### config.mk
export PLATFORM = sky130hd
export DESIGN_NAME = srot_prep
export DESIGN_NICKNAME = d
export VERILOG_FILES = /design/src/rtl/core/srot_pkg.sv /design/src/rtl/core/srot_prep.sv
export SDC_FILE = /design/constraint.sdc
export NUM_CORES = 1
export LEC_CHECK = 0
export CORE_MARGIN = 2
export CORE_UTILIZATION = 64
export DETAILED_ROUTE_END_ITERATION = 16
export DONT_BUFFER_PORTS = 1
export GPL_ROUTABILITY_DRIVEN = 1
export PLACE_DENSITY = 0.8
export REMOVE_ABC_BUFFERS = 1
export SLEW_MARGIN = 25
export SYNTH_ARGS = -nofsm -noshare
export SYNTH_HDL_FRONTEND = slang
export SYNTH_SLANG_ARGS = --single-unit
### constraint.sdc
create_clock -name clk -period 0.8 [get_ports clk]
set_input_delay 0.24 -clock clk [delete_from_list [all_inputs] [get_ports clk]]
set_output_delay 0.24 -clock clk [all_outputs]
set_load 0.005 [all_outputs]
### src/rtl/core/srot_pkg.sv
// Shared widths and stage bundle types for the segment/rectangle overlap pipeline.
package srot_pkg;

	localparam int CoordW = 16;            // input coordinate width
	localparam int DiffW  = CoordW + 1;    // coordinate difference width
	localparam int ProdW  = 2 * DiffW;     // product of two differences
	localparam int NumW   = ProdW + 2;     // sum of two products, with margin

	// Stage 1 -> stage 2: operands for the multipliers
	typedef struct packed {
		logic                     pass;    // x-extents overlap and rectangle is not inverted
		logic signed [CoordW-1:0] ys;
		logic signed [CoordW-1:0] top;
		logic signed [CoordW-1:0] bottom;
		logic signed [DiffW-1:0]  dy;
		logic signed [DiffW-1:0]  d;       // |dx|, or 1 for a vertical segment
		logic signed [DiffW-1:0]  off_a;   // signed x offset at the low clip point
		logic signed [DiffW-1:0]  off_b;   // signed x offset at the high clip point
	} srot_prep_t;

	// Stage 2 -> stage 3: registered products
	typedef struct packed {
		logic                    pass;
		logic signed [ProdW-1:0] ysd;      // ys * d
		logic signed [ProdW-1:0] pa;       // dy * off_a
		logic signed [ProdW-1:0] pb;       // dy * off_b
		logic signed [ProdW-1:0] td;       // top * d
		logic signed [ProdW-1:0] bd;       // bottom * d
	} srot_prod_t;

endpackage

### src/rtl/core/srot_prep.sv
// Stage 1: clips the segment's x-extent to the rectangle and forms multiplier operands.
module srot_prep import srot_pkg::*; (
	input  logic                     clk,
	input  logic                     arst_n,
	input  logic                     in_vld,
	input  logic signed [CoordW-1:0] rect_left,
	input  logic signed [CoordW-1:0] rect_top,
	input  logic signed [CoordW-1:0] rect_right,
	input  logic signed [CoordW-1:0] rect_bottom,
	input  logic signed [CoordW-1:0] seg_x_start,
	input  logic signed [CoordW-1:0] seg_y_start,
	input  logic signed [CoordW-1:0] seg_x_end,
	input  logic signed [CoordW-1:0] seg_y_end,
	output logic                     vld_s1,
	output srot_prep_t               prep_s1
);

	logic signed [CoordW-1:0] x_min, x_max, lo, hi;
	logic signed [DiffW-1:0]  dx, off_lo, off_hi;
	logic                     vertical, rising;
	srot_prep_t               prep_d;

	// Clip x-extent: lo = max(min(xs,xe), left), hi = min(max(xs,xe), right)
	always_comb begin
		x_min    = (seg_x_start < seg_x_end) ? seg_x_start : seg_x_end;
		x_max    = (seg_x_start < seg_x_end) ? seg_x_end : seg_x_start;
		lo       = (x_min > rect_left) ? x_min : rect_left;
		hi       = (x_max < rect_right) ? x_max : rect_right;
		dx       = DiffW'(seg_x_end) - DiffW'(seg_x_start);
		off_lo   = DiffW'(lo) - DiffW'(seg_x_start);
		off_hi   = DiffW'(hi) - DiffW'(seg_x_start);
		vertical = (seg_x_start == seg_x_end);
		rising   = (seg_x_end > seg_x_start);
	end

	// Fold the sign of dx into the offsets so the denominator stays positive
	always_comb begin
		prep_d.pass   = (lo <= hi) && (rect_top <= rect_bottom);
		prep_d.ys     = seg_y_start;
		prep_d.top    = rect_top;
		prep_d.bottom = rect_bottom;
		prep_d.dy     = DiffW'(seg_y_end) - DiffW'(seg_y_start);
		if (vertical) begin
			// y values are the endpoints: ys + dy*0 and ys + dy*1
			prep_d.d     = DiffW'(1);
			prep_d.off_a = '0;
			prep_d.off_b = DiffW'(1);
		end else if (rising) begin
			prep_d.d     = dx;
			prep_d.off_a = off_lo;
			prep_d.off_b = off_hi;
		end else begin
			prep_d.d     = -dx;
			prep_d.off_a = -off_lo;
			prep_d.off_b = -off_hi;
		end
	end

	always_ff @(posedge clk or negedge arst_n) begin
		if (!arst_n) begin
			vld_s1 <= 1'b0;
		end else begin
			vld_s1 <= in_vld;
		end
	end

	always_ff @(posedge clk) begin
		prep_s1 <= prep_d;
	end

endmodule

==> results of run 1 <==
==> Yosys cell counts, drive strengths merged (3+ instances only) <==
cell type  count
a2111oi        4
a211o          4
a211oi        10
a21o          25
a21oi         74
a221oi        14
a311oi         6
a31oi         26
a41oi          3
and2          12
and3           6
buf           10
clkbuf        30
dfxtp        117
fa             4
ha           131
inv          113
mux2          34
mux2i         22
nand2         96
nand2b        11
nand3         28
nand3b         4
nand4         23
nor2         107
nor2b         16
nor3          16
nor3b          6
nor4          11
o2111ai        3
o211a          3
o211ai        10
o21a          14
o21ai         72
o22a           3
o22ai          4
o311ai         5
o31a           3
o31ai         14
or2            9
or3            9
or4            7
xnor2         41
xor2          35
==> metrics by stage <==
step	util, %	setup WS, ns	setup TNS, ns	area, sq um	hold WS, ns
detailed placement	81.4	-6.14	-239.12	12300	-0.0556
global placement	81.4	-5.83	-230.41	12300	-0.0556
floorplan	-	-7.08	-297.19	9660	-0.0556
==> kinds of logic after synthesis <==
logic type | count (synthesis)
XOR/XNOR | 76
adder cells (fa/ha/maj) | 135
AO/OA/AOI/OAI | 309
flip-flops | 118
AND/OR/NAND/NOR | 365
buffers and inverters | 153
multiplexers | 56
==> reports/results.txt, run 1 <==
ys async rst share - 0.847%
setup bufs post-CTS - 64
H-Tree Depth - 4
synth unique cells - 76
Post-CTS Hold Buffers - 50
cell accounting for the most synthesized area - dfxtp_1
area share of xor/xnor cells in the synthesized design - 6.77%
Ports - 249
CTS max path bufs - 2
placed insts - 1678
Yosys warning count - 0
CTS buffer count - 17
compound-gate portion of the synthesized area - 21.1%
Post-synth EDFFs - 0
status - aborted with a tool error
predominant post-synthesis flop cell - dfxtp_1
FP Rows - 45
largest family of logic cells by synthesized area - compound AO/OA/AOI/OAI gates
die width - 128 um
# clock sinks - 118
post-DP HPWL - 26500 um
GP Congestion - 1.05
Syn Area/Cell - 8.11 sq um
stopping stage - clock tree synthesis
area of the mapped netlist - 9830 sq um
CTS Root Cell - clkbuf_16
Gate Count Post-Synth - 1212
FF+latch count, synth - 118
Vert. Die Dim - 128 um
input/output buffers - 0
mux contribution to synthesized area - 6.13%
register area share after synthesis - 24.1%
CTS resizes - 451
Post-Synth Adder-Cell Area - 17.5%
Yosys top cell area share - 23.8%
top post-synthesis cells by area - dfxtp_1, ha_1, inv_1
First Err - [ERROR DPL-0038] Utilization greater than 100%, impossible to legalize
Post-Synth Simple-Gate Area - 18.3%
initial core utilization - 65.2%
==> run 2: changes to the inputs <==
--- a/config.mk
+++ b/config.mk
@@ -6,11 +6,11 @@
 export NUM_CORES = 1
 export LEC_CHECK = 0
 export CORE_MARGIN = 2
-export CORE_UTILIZATION = 64
+export CORE_UTILIZATION = 40
 export DETAILED_ROUTE_END_ITERATION = 16
 export DONT_BUFFER_PORTS = 1
 export GPL_ROUTABILITY_DRIVEN = 1
-export PLACE_DENSITY = 0.8
+export PLACE_DENSITY_LB_ADDON = 0.15
 export REMOVE_ABC_BUFFERS = 1
 export SLEW_MARGIN = 25
 export SYNTH_ARGS = -nofsm -noshare
==> reports/results.txt, run 2 <==
FP Rows - 57
WL final - 39500 um
predominant post-synthesis flop cell - dfxtp_1
static leakage - 7.67 nW
Vert. Die Dim - 161 um
sw frac - 38.6%
Core Util, Final - 69.7%
Routed wire per std cell - 19.6 um
Syn Area/Cell - 8.11 sq um
Post-synth EDFFs - 0
post-DP HPWL - 27200 um
TritonRoute pass-1 iters - 5
die width - 161 um
vias in the first global route - 10873
top post-synthesis cells by area - dfxtp_1, ha_1, inv_1
clock group share of total power - 18.7%
grt ovf - 0
Largest regs - prep_s1 (117), vld_s1 (1)
Synth top cells by count - ha_1, dfxtp_1, inv_1
Clock Pin Slew Worst Setup and Hold Paths - 0.06 ns
WP data arrival - 6.45 ns
Initial DRC Count - 698
ys async rst share - 0.847%
CTS Root Cell - clkbuf_16
Yosys warning count - 0
placed insts - 1825
area of the mapped netlist - 9830 sq um
initial antenna violation count - 0
via count - 11096
worst hold-check path type - in -> reg
violated checks - setup timing
nets - 1943
number of diodes - 0
CTS max path bufs - 2
setup ws final - -5.34 ns
Yosys top cell area share - 23.8%
Crit path top cell by count - buf_6
Gate Count Post-Synth - 1212
net switching power - 15.6 mW
worst hold path depth - 2
commonest cells after routing, fill and taps aside - buf_4, dfxtp_2, inv_1, ha_1, nor2_1
input/output buffers - 0
Final min period - 6.14 ns
most numerous cell in the Yosys netlist - ha_1
Max-Cap Viols - 0
CTS tree - built
RSZ-0062 raised after global routing - yes
final setup violating endpoints - 184
Worst IR Drop VDD - 0.00131 V
achievable frequency - 0.163 GHz
die area - 25900 sq um
fillers - 1813
register area share after synthesis - 24.1%
setup TNS - -218.58 ns
Storage cell area - 2520 sq um
flip-flop count of the largest register after layout - 117
Worst path max stage delay - 0.46 ns
H-Tree Depth - 4
Relative slew margins - 48.7%
footprint of the multi-input gates - 8760 sq um
FF+latch count, synth - 118
Post-Layout Cell Count - 2014
Largest Register - prep_s1
cell accounting for the most synthesized area - dfxtp_1
CP required - 1.11 ns
vias per inst - 5.51
layout cells sized above 1 - 52.7%
CP Launch Type - primary input
global-route wire length before repair - 57600 um
GR Util All Layers - 28.2%
area grow syn2layout - 71.7%
# DRC - 0
core area - 24200 sq um
Slew Limit Fails - 0
status - complete, but fails checks
Final period util - 767%
# clock sinks - 118
P_int - 24.8 mW
slew at the pin with the worst max-slew slack - 0.767 ns
Comb power frac - 60.0%
Ports - 249
GP Congestion - 0.916
most common cell after layout, fill and taps aside - buf_4
Crit Path Category - in -> reg
largest net degree at the start of global routing - 27
slowest stage cell, crit path - or4_4
Worst Path Max Fanout - 4
initial core utilization - 40.6%
pwr/cell area - 2390 nW/um^2
Antenna Nets Post-Route - 0
Seq pwr share - 21.3%
Fin. Hold Viols - 0
Critical Path End Type - flip-flop
CTS buffer count - 17
synth unique cells - 76
-- run 2: power groups by stage --
stage	sequential (mW)	combinational (mW)	clock, mW
finish	8.61	24.2	7.53
floorplan	8.12	9.76	0
global route	8.73	26.1	7.88
CTS	8.63	21.5	7.67
detailed placement	8.44	17.0	0
global placement	8.47	16.9	0
-- run 2: path summary, 6_finish.rpt --
check,from,end,slack (ns)
min in group asynchronous,arst_n,vld_s1$_DFF_PN0_,0.04
max in group asynchronous,arst_n,vld_s1$_DFF_PN0_,0.65
max,seg_x_start[5],prep_s1[32]$_SDFF_PP0_,-5.34
min,seg_y_start[0],prep_s1[100]$_DFF_P_,0.02
-- run 2: metal layers --
layer,part of all wire [%],global-route usage (%)
met2,49,50.1
met1,41,34.1
met3,7.4,6.87
met4,2.6,7.47
met5,0,0
-- run 2: logic make-up after synthesis --
logic type	synth area share, %
adder cells (fa/ha/maj)	17.5
flip-flops	24.1
buffers and inverters	6.09
AND/OR/NAND/NOR	18.3
multiplexers	6.13
AO/OA/AOI/OAI	21.1
XOR/XNOR	6.77
-- run 2: repair_timing --
action,CTS,global route
gates cloned,3,1
setup buffers,78,45
endpoints found under the setup margin,184,187
pin swaps,177,157
resized for setup,447,177
hold buffers,50,0
endpoints found under the hold margin,51,0
-- run 2: area by class of cell --
class,count,area share (%)
Clock buffer,19,2.56
Clock inverter,13,0.741
Inverter,113,2.85
Multi-Input combinational cell,942,51.9
Sequential cell,118,14.9
Tap cell,324,2.40
Timing Repair Buffer,485,24.7
-- run 2: stage by stage --
stage | setup WS (ns) | power (mW) | hold WS (ns) | cell area [sq um]
floorplan | -7.08 | 17.9 | -0.0556 | 9660
global placement | -6.13 | 25.3 | -0.0556 | 12600
detailed placement | -6.20 | 25.5 | -0.0556 | 12600
CTS | -5.08 | 37.8 | 0.00671 | 15800
global route | -5.55 | 42.7 | 0.00534 | 16900
finish | -5.34 | 40.3 | 0.0166 | 16900
-- run 2: worst max-delay path: cells and delay by family --
kind,cells,cell delay [ns]
AND/OR/NAND/NOR,5,1.07
multiplexers,2,0.60
XOR/XNOR,2,0.31
buffers and inverters,7,0.80
AO/OA/AOI/OAI,15,2.53
adder cells (fa/ha/maj),4,0.89
Note: power is estimated with default switching activity, not from simulation.
